### src/design/spd_pkg.sv
// Shared types, constants and register codes of the spectrum peak decimator.
package spd_pkg;

   // Default sizes of the block
   localparam int DISPLAY_BINS_DEF = 256;
   localparam int MAX_FRAME_DEF    = 65536;

   // Fixed field widths
   localparam int LEVEL_W     = 16;
   localparam int FRAME_LEN_W = 17;
   localparam int RATE_W      = 32;
   localparam int TIME_W      = 32;
   localparam int BIN_IDX_W   = 8;

   // Shortest frame that is processed
   localparam int MIN_FRAME = 4;

   // Configuration port
   localparam int CSR_IDX_W  = 1;
   localparam int CSR_DATA_W = 16;

   localparam logic [CSR_DATA_W-1:0] INTERVAL_MS_RST = 16'd50;
   localparam logic [CSR_DATA_W-1:0] MIN_RANGE_RST   = 16'd2560;

   typedef enum logic [CSR_IDX_W-1:0] {
      CSR_INTERVAL_MS = 1'b0,
      CSR_MIN_RANGE   = 1'b1
   } spd_csr_type;

   // Sample opcodes
   localparam logic OP_DB   = 1'b0;
   localparam logic OP_NORM = 1'b1;

   // Request payload
   typedef struct packed {
      logic                      opcode;
      logic signed [LEVEL_W-1:0] sample_value;
      logic [FRAME_LEN_W-1:0]    frame_length;
      logic signed [LEVEL_W-1:0] floor_db;
      logic signed [LEVEL_W-1:0] ceil_db;
      logic [RATE_W-1:0]         sample_rate;
      logic [TIME_W-1:0]         time_ms;
   } spd_req_type;

   // Response payload
   typedef struct packed {
      logic [BIN_IDX_W-1:0]      bin_index;
      logic signed [LEVEL_W-1:0] bin_value;
      logic                      last_bin;
      logic                      history_reset;
   } spd_rsp_type;

   // Controller to datapath commands
   typedef struct packed {
      logic accept;
      logic calc;
      logic advance;
      logic emit;
   } spd_cmd_type;

   // Datapath to controller status
   typedef struct packed {
      logic busy;
      logic len_ok;
      logic emit_due;
      logic out_free;
   } spd_sts_type;

endpackage

### src/design/spd_ctrl.sv
// Sequencer of the spectrum peak decimator: request intake and bin emit loop.
module spd_ctrl
   import spd_pkg::*;
(
   input  logic        clock,
   input  logic        reset,
   input  logic        req_valid,
   output logic        req_stall,
   input  spd_sts_type sts,
   output spd_cmd_type cmd
);

   typedef enum logic [1:0] {
      ST_IDLE,
      ST_CHECK,
      ST_EMIT
   } state_type;

   state_type state_ff, state_in;
   logic      stall_ff;
   logic      accept;

   assign req_stall = stall_ff;
   assign accept    = req_valid && !stall_ff;

   // Next state and commands
   always_comb begin
      state_in = state_ff;
      cmd      = '0;
      case (state_ff)
         ST_IDLE: begin
            cmd.accept = accept;
            if (accept && (sts.busy || sts.len_ok)) begin
               state_in = ST_CHECK;
            end
         end
         ST_CHECK: begin
            cmd.calc = 1'b1;
            if (sts.emit_due) begin
               state_in = ST_EMIT;
            end else begin
               cmd.advance = 1'b1;
               state_in    = ST_IDLE;
            end
         end
         ST_EMIT: begin
            cmd.emit = sts.out_free;
            if (sts.out_free) begin
               state_in = ST_CHECK;
            end
         end
         default: begin
            state_in = ST_IDLE;
         end
      endcase
   end

   // Hold state and the registered stall
   always_ff @(posedge clock) begin
      if (reset) begin
         state_ff <= ST_IDLE;
         stall_ff <= 1'b0;
      end else begin
         state_ff <= state_in;
         stall_ff <= (state_in != ST_IDLE);
      end
   end

endmodule

### src/design/spd_datapath.sv
// Datapath of the spectrum peak decimator: frame state, bin bounds, peak and level.
module spd_datapath
   import spd_pkg::*;
#(
   parameter int DISPLAY_BINS = DISPLAY_BINS_DEF,
   parameter int MAX_FRAME    = MAX_FRAME_DEF
)
(
   input  logic                  clock,
   input  logic                  reset,
   input  spd_req_type           req_data,
   input  spd_cmd_type           cmd,
   output spd_sts_type           sts,
   input  logic [CSR_DATA_W-1:0] interval_ms,
   input  logic [CSR_DATA_W-1:0] min_range,
   output logic                  rsp_valid,
   input  logic                  rsp_stall,
   output spd_rsp_type           rsp_data
);

   localparam int LEN_W  = $clog2(MAX_FRAME + 1);
   localparam int BIN_W  = $clog2(DISPLAY_BINS + 1);
   localparam int ACC_W  = $clog2((MAX_FRAME + 2) * (DISPLAY_BINS + 1));
   localparam int PEAK_W = 15;
   localparam int SPAN_W = LEVEL_W + 1;
   localparam int PROD_W = PEAK_W + LEVEL_W;
   localparam int Q14_SHIFT = 14;
   localparam logic [PROD_W:0] ROUND_HALF = (PROD_W + 1)'(8192);
   localparam logic signed [LEVEL_W-1:0] ONE_Q14 = 16'sd16384;
   localparam logic signed [LEVEL_W-1:0] LEVEL_MAX = 16'sh7FFF;

   // Clamp a normalized value to one and fold it into a peak
   function automatic logic signed [LEVEL_W-1:0] fold_peak(
      input logic signed [LEVEL_W-1:0] peak,
      input logic signed [LEVEL_W-1:0] value,
      input logic                      norm
   );
      logic signed [LEVEL_W-1:0] clipped;
      clipped = (norm && (value > ONE_Q14)) ? ONE_Q14 : value;
      return (clipped > peak) ? clipped : peak;
   endfunction

   // Control state
   logic                 busy_ff, busy_in;
   logic                 taken_ff, taken_in;
   logic                 have_ff, have_in;
   logic                 pending_ff, pending_in;
   logic [TIME_W-1:0]    last_time_ff, last_time_in;
   logic [RATE_W-1:0]    last_rate_ff, last_rate_in;
   logic [LEN_W-1:0]     count_ff, count_in;
   logic [BIN_W-1:0]     bin_ff, bin_in;
   logic                 rsp_valid_ff, rsp_valid_in;

   // Payload state
   logic [LEN_W-1:0]          held_len_ff, held_len_in;
   logic                      held_mode_ff, held_mode_in;
   logic signed [LEVEL_W-1:0] held_floor_ff, held_floor_in;
   logic signed [LEVEL_W-1:0] held_ceil_ff, held_ceil_in;
   logic signed [LEVEL_W-1:0] peak_ff, peak_in;
   logic signed [LEVEL_W-1:0] sample_ff, sample_in;
   logic [ACC_W-1:0]          bn_ff, bn_in;
   logic [ACC_W-1:0]          bn1_ff, bn1_in;
   logic [ACC_W-1:0]          sb1_ff, sb1_in;
   logic [ACC_W-1:0]          sb2_ff, sb2_in;
   logic [PROD_W-1:0]         prod_ff, prod_in;
   spd_rsp_type               rsp_data_ff, rsp_data_in;

   // Intermediate logic
   logic                      len_ok;
   logic                      start;
   logic                      fold_now;
   logic                      req_norm;
   logic                      throttled;
   logic [TIME_W-1:0]         elapsed;
   logic signed [LEVEL_W-1:0] start_peak;
   logic signed [LEVEL_W-1:0] held_peak;
   logic signed [SPAN_W-1:0]  span;
   logic signed [SPAN_W-1:0]  span_min;
   logic [LEVEL_W-1:0]        range_sel;
   logic [PROD_W:0]           rounded;
   logic [PROD_W-Q14_SHIFT:0] scaled;
   logic [LEVEL_W-1:0]        scaled_sat;
   logic signed [LEVEL_W+1:0] level_sum;
   logic signed [LEVEL_W-1:0] level;
   logic [LEN_W-1:0]          count_nxt;
   logic                      emit_due;
   logic                      out_free;

   // Frame start checks
   assign len_ok    = (req_data.frame_length >= FRAME_LEN_W'(MIN_FRAME)) &&
                      (req_data.frame_length <= FRAME_LEN_W'(MAX_FRAME));
   assign start     = cmd.accept && !busy_ff && len_ok;
   assign fold_now  = cmd.accept && busy_ff;
   assign req_norm  = (req_data.opcode == OP_NORM);
   assign elapsed   = req_data.time_ms - last_time_ff;
   assign throttled = have_ff && (elapsed < TIME_W'(interval_ms));
   assign start_peak = req_norm ? '0 : req_data.floor_db;
   assign held_peak  = (held_mode_ff == OP_NORM) ? '0 : held_floor_ff;

   // Bin closes on this sample when first <= s and next first <= s+1
   assign emit_due = taken_ff && (bin_ff < BIN_W'(DISPLAY_BINS)) &&
                     (bn_ff < sb1_ff) && (bn1_ff < sb2_ff);
   assign out_free = !rsp_valid_ff || !rsp_stall;

   // Normalized span, widened to the minimum range
   assign span      = {held_ceil_ff[LEVEL_W-1], held_ceil_ff} -
                      {held_floor_ff[LEVEL_W-1], held_floor_ff};
   assign span_min  = {1'b0, min_range};
   assign range_sel = (span < span_min) ? min_range : span[LEVEL_W-1:0];

   // Round the registered product to Q8.8 and add the floor
   assign rounded    = {1'b0, prod_ff} + ROUND_HALF;
   assign scaled     = rounded[PROD_W:Q14_SHIFT];
   assign scaled_sat = (scaled > (PROD_W - Q14_SHIFT + 1)'(16'hFFFF)) ?
                       16'hFFFF : scaled[LEVEL_W-1:0];
   assign level_sum  = {{2{held_floor_ff[LEVEL_W-1]}}, held_floor_ff} + {2'b00, scaled_sat};
   assign level      = (held_mode_ff != OP_NORM) ? peak_ff :
                       (level_sum > (LEVEL_W + 2)'(signed'(LEVEL_MAX))) ? LEVEL_MAX :
                       level_sum[LEVEL_W-1:0];

   assign count_nxt = count_ff + 1'b1;

   always_comb begin
      busy_in       = busy_ff;
      taken_in      = taken_ff;
      have_in       = have_ff;
      pending_in    = pending_ff;
      last_time_in  = last_time_ff;
      last_rate_in  = last_rate_ff;
      count_in      = count_ff;
      bin_in        = bin_ff;
      rsp_valid_in  = rsp_valid_ff;
      held_len_in   = held_len_ff;
      held_mode_in  = held_mode_ff;
      held_floor_in = held_floor_ff;
      held_ceil_in  = held_ceil_ff;
      peak_in       = peak_ff;
      sample_in     = sample_ff;
      bn_in         = bn_ff;
      bn1_in        = bn1_ff;
      sb1_in        = sb1_ff;
      sb2_in        = sb2_ff;
      prod_in       = prod_ff;
      rsp_data_in   = rsp_data_ff;

      // Hold the sample of the request
      if (cmd.accept) begin
         sample_in = req_data.sample_value;
      end

      // Open a frame: latch its header and decide on throttling
      if (start) begin
         busy_in       = 1'b1;
         count_in      = '0;
         bin_in        = '0;
         held_len_in   = LEN_W'(req_data.frame_length);
         held_mode_in  = req_norm;
         held_floor_in = req_data.floor_db;
         held_ceil_in  = req_data.ceil_db;
         taken_in      = !throttled;
         if (!throttled) begin
            pending_in   = (last_rate_ff != '0) && (last_rate_ff != req_data.sample_rate);
            last_rate_in = req_data.sample_rate;
            last_time_in = req_data.time_ms;
            have_in      = 1'b1;
         end
         peak_in = fold_peak(start_peak, req_data.sample_value, req_norm);
         bn_in   = '0;
         bn1_in  = ACC_W'(LEN_W'(req_data.frame_length));
         sb1_in  = ACC_W'(DISPLAY_BINS);
         sb2_in  = ACC_W'(2 * DISPLAY_BINS);
      end

      // Fold a later sample of the frame
      if (fold_now) begin
         peak_in = fold_peak(peak_ff, req_data.sample_value, held_mode_ff);
      end

      // Scale the peak by the span
      if (cmd.calc) begin
         prod_in = PROD_W'(peak_ff[PEAK_W-1:0]) * PROD_W'(range_sel);
      end

      // Advance to the next sample, close the frame at its end
      if (cmd.advance) begin
         sb1_in = sb1_ff + ACC_W'(DISPLAY_BINS);
         sb2_in = sb2_ff + ACC_W'(DISPLAY_BINS);
         if (count_nxt >= held_len_ff) begin
            busy_in  = 1'b0;
            count_in = '0;
            bin_in   = '0;
         end else begin
            count_in = count_nxt;
         end
      end

      // Drop the response once taken
      if (rsp_valid_ff && !rsp_stall) begin
         rsp_valid_in = 1'b0;
      end

      // Emit the bin and open the next one
      if (cmd.emit) begin
         rsp_valid_in              = 1'b1;
         rsp_data_in.bin_index     = BIN_IDX_W'(bin_ff);
         rsp_data_in.bin_value     = level;
         rsp_data_in.last_bin      = (bin_ff == BIN_W'(DISPLAY_BINS - 1));
         rsp_data_in.history_reset = (bin_ff == '0) && pending_ff;
         if (bin_ff == '0) begin
            pending_in = 1'b0;
         end
         bin_in  = bin_ff + 1'b1;
         bn_in   = bn1_ff;
         bn1_in  = bn1_ff + ACC_W'(held_len_ff);
         peak_in = (bn1_ff < sb1_ff) ? fold_peak(held_peak, sample_ff, held_mode_ff) :
                   held_peak;
      end
   end

   // Control registers
   always_ff @(posedge clock) begin
      if (reset) begin
         busy_ff      <= 1'b0;
         taken_ff     <= 1'b0;
         have_ff      <= 1'b0;
         pending_ff   <= 1'b0;
         last_time_ff <= '0;
         last_rate_ff <= '0;
         count_ff     <= '0;
         bin_ff       <= '0;
         rsp_valid_ff <= 1'b0;
      end else begin
         busy_ff      <= busy_in;
         taken_ff     <= taken_in;
         have_ff      <= have_in;
         pending_ff   <= pending_in;
         last_time_ff <= last_time_in;
         last_rate_ff <= last_rate_in;
         count_ff     <= count_in;
         bin_ff       <= bin_in;
         rsp_valid_ff <= rsp_valid_in;
      end
   end

   // Payload registers
   always_ff @(posedge clock) begin
      held_len_ff   <= held_len_in;
      held_mode_ff  <= held_mode_in;
      held_floor_ff <= held_floor_in;
      held_ceil_ff  <= held_ceil_in;
      peak_ff       <= peak_in;
      sample_ff     <= sample_in;
      bn_ff         <= bn_in;
      bn1_ff        <= bn1_in;
      sb1_ff        <= sb1_in;
      sb2_ff        <= sb2_in;
      prod_ff       <= prod_in;
      rsp_data_ff   <= rsp_data_in;
   end

   assign sts.busy     = busy_ff;
   assign sts.len_ok   = len_ok;
   assign sts.emit_due = emit_due;
   assign sts.out_free = out_free;

   assign rsp_valid = rsp_valid_ff;
   assign rsp_data  = rsp_data_ff;

endmodule

### src/design/spectrum_peak_decimator_core.sv
// Top level of the spectrum peak decimator: configuration registers, sequencer, datapath.
//
// Spectrum frames enter one sample per request and leave as DISPLAY_BINS peak-held
// display bins, one response per bin, in bin order; a frame that opens less than
// interval_ms after the last taken frame yields none. A sample is accepted in idle,
// then checked; each closed bin adds a pass through the emit state (which waits while
// the response side stalls) and another check. A frame-opening sample with a bad length
// is dropped at intake. The loop moves one bin per pass through the single output
// register. Bin bounds use running sums of bin*length and sample*bins, not a divider.
module spectrum_peak_decimator_core
   import spd_pkg::*;
#(
   parameter int DISPLAY_BINS = DISPLAY_BINS_DEF,
   parameter int MAX_FRAME    = MAX_FRAME_DEF
)
(
   input  logic                  clock,
   input  logic                  reset,
   input  logic                  req_valid,
   output logic                  req_stall,
   input  spd_req_type           req_data,
   output logic                  rsp_valid,
   input  logic                  rsp_stall,
   output spd_rsp_type           rsp_data,
   input  logic                  csr_wr_en,
   input  logic [CSR_IDX_W-1:0]  csr_index,
   input  logic [CSR_DATA_W-1:0] csr_wdata
);

   logic [CSR_DATA_W-1:0] interval_ms_ff;
   logic [CSR_DATA_W-1:0] min_range_ff;
   spd_cmd_type           cmd;
   spd_sts_type           sts;

   // Configuration register writes
   always_ff @(posedge clock) begin
      if (reset) begin
         interval_ms_ff <= INTERVAL_MS_RST;
         min_range_ff   <= MIN_RANGE_RST;
      end else if (csr_wr_en) begin
         case (spd_csr_type'(csr_index))
            CSR_INTERVAL_MS: interval_ms_ff <= csr_wdata;
            CSR_MIN_RANGE:   min_range_ff   <= csr_wdata;
            default: begin
            end
         endcase
      end
   end

   spd_ctrl u_ctrl (
      .clock     (clock),
      .reset     (reset),
      .req_valid (req_valid),
      .req_stall (req_stall),
      .sts       (sts),
      .cmd       (cmd)
   );

   spd_datapath #(
      .DISPLAY_BINS (DISPLAY_BINS),
      .MAX_FRAME    (MAX_FRAME)
   ) u_datapath (
      .clock       (clock),
      .reset       (reset),
      .req_data    (req_data),
      .cmd         (cmd),
      .sts         (sts),
      .interval_ms (interval_ms_ff),
      .min_range   (min_range_ff),
      .rsp_valid   (rsp_valid),
      .rsp_stall   (rsp_stall),
      .rsp_data    (rsp_data)
   );

endmodule
### config.mk
export PLATFORM = sky130hd
export DESIGN_NAME = spectrum_peak_decimator_core
export DESIGN_NICKNAME = d
export VERILOG_FILES = /design/src/design/spd_pkg.sv /design/src/design/spd_ctrl.sv /design/src/design/spd_datapath.sv /design/src/design/spectrum_peak_decimator_core.sv
export SDC_FILE = /design/constraint.sdc
export NUM_CORES = 2
export LEC_CHECK = 0
export ABC_AREA = 0
export ABC_CLOCK_PERIOD_IN_PS = 30800
export BUFFER_PORTS_ARGS = -buffer_cell sky130_fd_sc_hd__buf_2
export CAP_MARGIN = 20
export CORE_UTILIZATION = 65
export DETAILED_ROUTE_END_ITERATION = 10
export PLACE_DENSITY = 0.93
export SKIP_CTS_REPAIR_TIMING = 1
export SLEW_MARGIN = 40
export SYNTH_ARGS = -nofsm -noshare
export SYNTH_HDL_FRONTEND = slang
export SYNTH_SLANG_ARGS = --single-unit
export TNS_END_PERCENT = 5
### constraint.sdc
create_clock -name clock -period 30.8 [get_ports clock]
set_clock_uncertainty 0.15 [all_clocks]
set_input_delay 6.16 -clock clock [delete_from_list [all_inputs] [get_ports clock]]
set_output_delay 6.16 -clock clock [all_outputs]
set_load 0.03 [all_outputs]
==> impl_metrics.ini <==
[run_status]
status = completed

[sta]
relSlewSlack_pct = 37.2
finalSetupViolations = 0
finalHoldViolCount = 0
rsz0062_at_grt = false
tns_ns = 0
final_max_slew_viol_count = 0
fin_crit_sh_pct = 41.3
final.setup.worst_slack_ns = 18.07
max_freq_mhz = 78.6
period_needed_ns = 12.73
worstMarginPinSlew_ns = 0.918

[yosys]
post_synth.cell_area_avg_um2 = 8.94
synth_cell_types = 79
syn_inst = 3397
syn_area_um2 = 30400
seq_area_frac_synth_pct = 28.5
synth_ff_type = edfxtp_1
ys_seq_elements = 332
ys_warn_count = 0
ys_async_sr_fraction_pct = 0
syn_nets = 4058
synth-edff-count = 202

[flow_run]
drv_cap = 0

[clocking]
cts_max_level = 2
cts.clk_slew.worst_paths_ns = 0.06
cts_buffers = 38
clock-sinks = 332
cts_buffer_depth = 3
cts_tree = built
clk_latency_ns = 0.58
cts-root-buf = clkbuf_16

[floorplanning]
start_util_pct = 66.4
rows = 78
die_width_um = 218
dieArea_um2 = 47600
die_h_um = 218
core_area_um2 = 45800
ios = 180

[worst_hold_path]
holdPathStages = 2
whs_endpoint = interval_ms_ff[11]
hold_class = flip-flop to flip-flop
hp-start = interval_ms_ff[11]

[power]
cellPowerDensity_nw_per_um2 = 95.3
ir_drop_v = 0.000193
power_uw = 3150
leakage_uw = 0.0153

[drt]
firstDrtPassIters = 9
drt-initial-drc-count = 3497
vias = 26596
routed.top_layer = met5
vias_per_cell = 6.41
drc = 0
wl_met1_um = 32700
post_drt_wl_per_cell_um = 21.4
drtAntennaViolNets = 0
dr_wl_met3_um = 11100
drt-total-wl_um = 88800
wl_met2_um = 40300

[cells_and_area]
layout_common_cells = inv_1, ha_1, nor2_1
final_nets = 4179
syn_to_final_growth_pct = 8.98
drive_gt1_share_pct = 8.54
final_common_cell = inv_1
design_area_um2 = 33100

[worst_setup_path]
crit_buf_inv = 8
reg2regPathDepth = 45
cp-start-kind = flip-flop
cp-end-kind = flip-flop
crit_arrival_ns = 12.88
rrSetupSlack_ns = 18.07
slowest_stage = nor4_1
r2r-end = u_datapath.prod_ff[29]
critPathTopFamily = compound AO/OA/AOI/OAI gates
cp_max_fo = 31
reg2reg_from = u_datapath.held_floor_ff[1]
cp.required_ns = 30.96
critPathMaxStageDelay_ns = 0.79
path_class = flip-flop to flip-flop

[grt]
antenna_found_initial = 10
grt_pass1_wl_um = 139000
grt_max_degree = 99
grt-ovfl-total = 0
grt_pass1_vias = 26455
grtUsageTotal_pct = 37.5

[placed_design]
port_buffers = 179
gp_congestion = 0.995
placed_cell_area_um2 = 31800
dp_hpwl_um = 66400
dp_slack_ns = 18.50
[power by group]
group	switching (uW)	internal, uW
Combinational	1250	813
Sequential	41.0	573
Clock	200	275
[tightest hold or removal path: stages (launching register included)]
cell,delay (ns)
dfxtp_1,0.31
nand2_1,0.05
a21oi_1,0.05
[cell usage after synthesis (11+ instances only)]
cell | count | share of area [%]
a211oi_1 | 28 | 0.69
a21o_1 | 63 | 1.6
a21oi_1 | 151 | 2.5
a221o_1 | 16 | 0.53
a22o_1 | 14 | 0.40
a2bb2oi_1 | 16 | 0.46
a31oi_1 | 14 | 0.29
and2_1 | 79 | 1.6
and3_1 | 52 | 1.1
clkbuf_1 | 108 | 1.3
dfxtp_1 | 130 | 8.6
edfxtp_1 | 202 | 20
fa_1 | 183 | 12
ha_1 | 326 | 13
inv_1 | 449 | 5.5
mux2i_1 | 90 | 3.0
nand2_1 | 317 | 3.9
nand2b_1 | 40 | 0.82
nand3_1 | 87 | 1.4
nand4_1 | 54 | 1.1
nand4b_1 | 11 | 0.32
nor2_1 | 321 | 4.0
nor2b_1 | 28 | 0.58
nor3_1 | 52 | 0.86
nor4_1 | 43 | 0.89
o211ai_1 | 20 | 0.49
o21a_1 | 44 | 1.1
o21ai_0 | 107 | 1.8
o41ai_1 | 12 | 0.35
or2_2 | 11 | 0.23
or4_1 | 19 | 0.47
xnor2_1 | 125 | 3.6
xor2_1 | 34 | 0.98
[layer usage]
| layer | GRT usage (%) | up-vias |
|---|---|---|
| met5 | 0 | - |
| li1 | - | 11931 |
| met1 | 46.6 | 12547 |
| met2 | 60.3 | 1728 |
| met3 | 10.1 | 376 |
| met4 | 18.0 | 14 |
[worst max-delay path by stage]
stage                                 from                       to  cells after the start
2_1_floorplan                    req_valid  u_datapath.count_ff[10]                      7
3_3_place_gp   u_datapath.held_floor_ff[1]   u_datapath.prod_ff[29]                     44
3_5_place_dp   u_datapath.held_floor_ff[1]   u_datapath.prod_ff[29]                     44
4_1_cts        u_datapath.held_floor_ff[1]   u_datapath.prod_ff[29]                     44
5_1_grt        u_datapath.held_floor_ff[1]   u_datapath.prod_ff[29]                     44
6_report       u_datapath.held_floor_ff[1]   u_datapath.prod_ff[29]                     45
[flip-flops by register name, summed over array words and instances (netlist names), 2 cells and up]
name                      cells
u_datapath.rsp_data          26
u_ctrl.state_ff               2
u_datapath.count_ff          17
min_range_ff                 16
u_datapath.last_rate_ff      32
u_datapath.held_ceil_ff      16
u_datapath.sb1_ff            17
u_datapath.held_len_ff       17
u_datapath.bn1_ff            25
u_datapath.prod_ff           18
u_datapath.last_time_ff      32
u_datapath.peak_ff           16
u_datapath.sample_ff         16
u_datapath.held_floor_ff     16
u_datapath.bn_ff             17
u_datapath.bin_ff             9
u_datapath.sb2_ff            17
interval_ms_ff               16
[through the flow]
stage | util [%] | hold WS, ns | instances
after global placement | 69.3 | 0.292 | 4076
after detailed placement | 69.4 | 0.298 | 4077
after global routing | 72.3 | 0.321 | 4147
after floorplan | - | 0.256 | 3397
final | 72.3 | 0.304 | 4149
after CTS | 72.2 | 0.306 | 4146
[logic make-up (layout without fill, tap and decap cells)]
family                   count (synthesis)  count (layout)  synth area share (%)
buffers and inverters                  575             725                  7.25
adder cells (fa/ha/maj)                509             509                  25.5
XOR/XNOR                               159             159                  4.59
flip-flops                             332             332                  28.5
multiplexers                           100             100                  3.34
other                                    0               2                     0
AO/OA/AOI/OAI                          576             576                  12.7
AND/OR/NAND/NOR                       1146            1146                  18.1
[layout make-up]
class / count / area (um^2)
flip-flops and latches: 332 / 8670
diodes: 2 / 5.00
clock buffers: 45 / 987
clock inverters: 24 / 307
multi-input cells: 2490 / 19600
well taps: 600 / 751
fillers: 3106 / 12700
repair buffers: 205 / 1110
inverters: 451 / 1690
(Power assumes the default switching activity.)
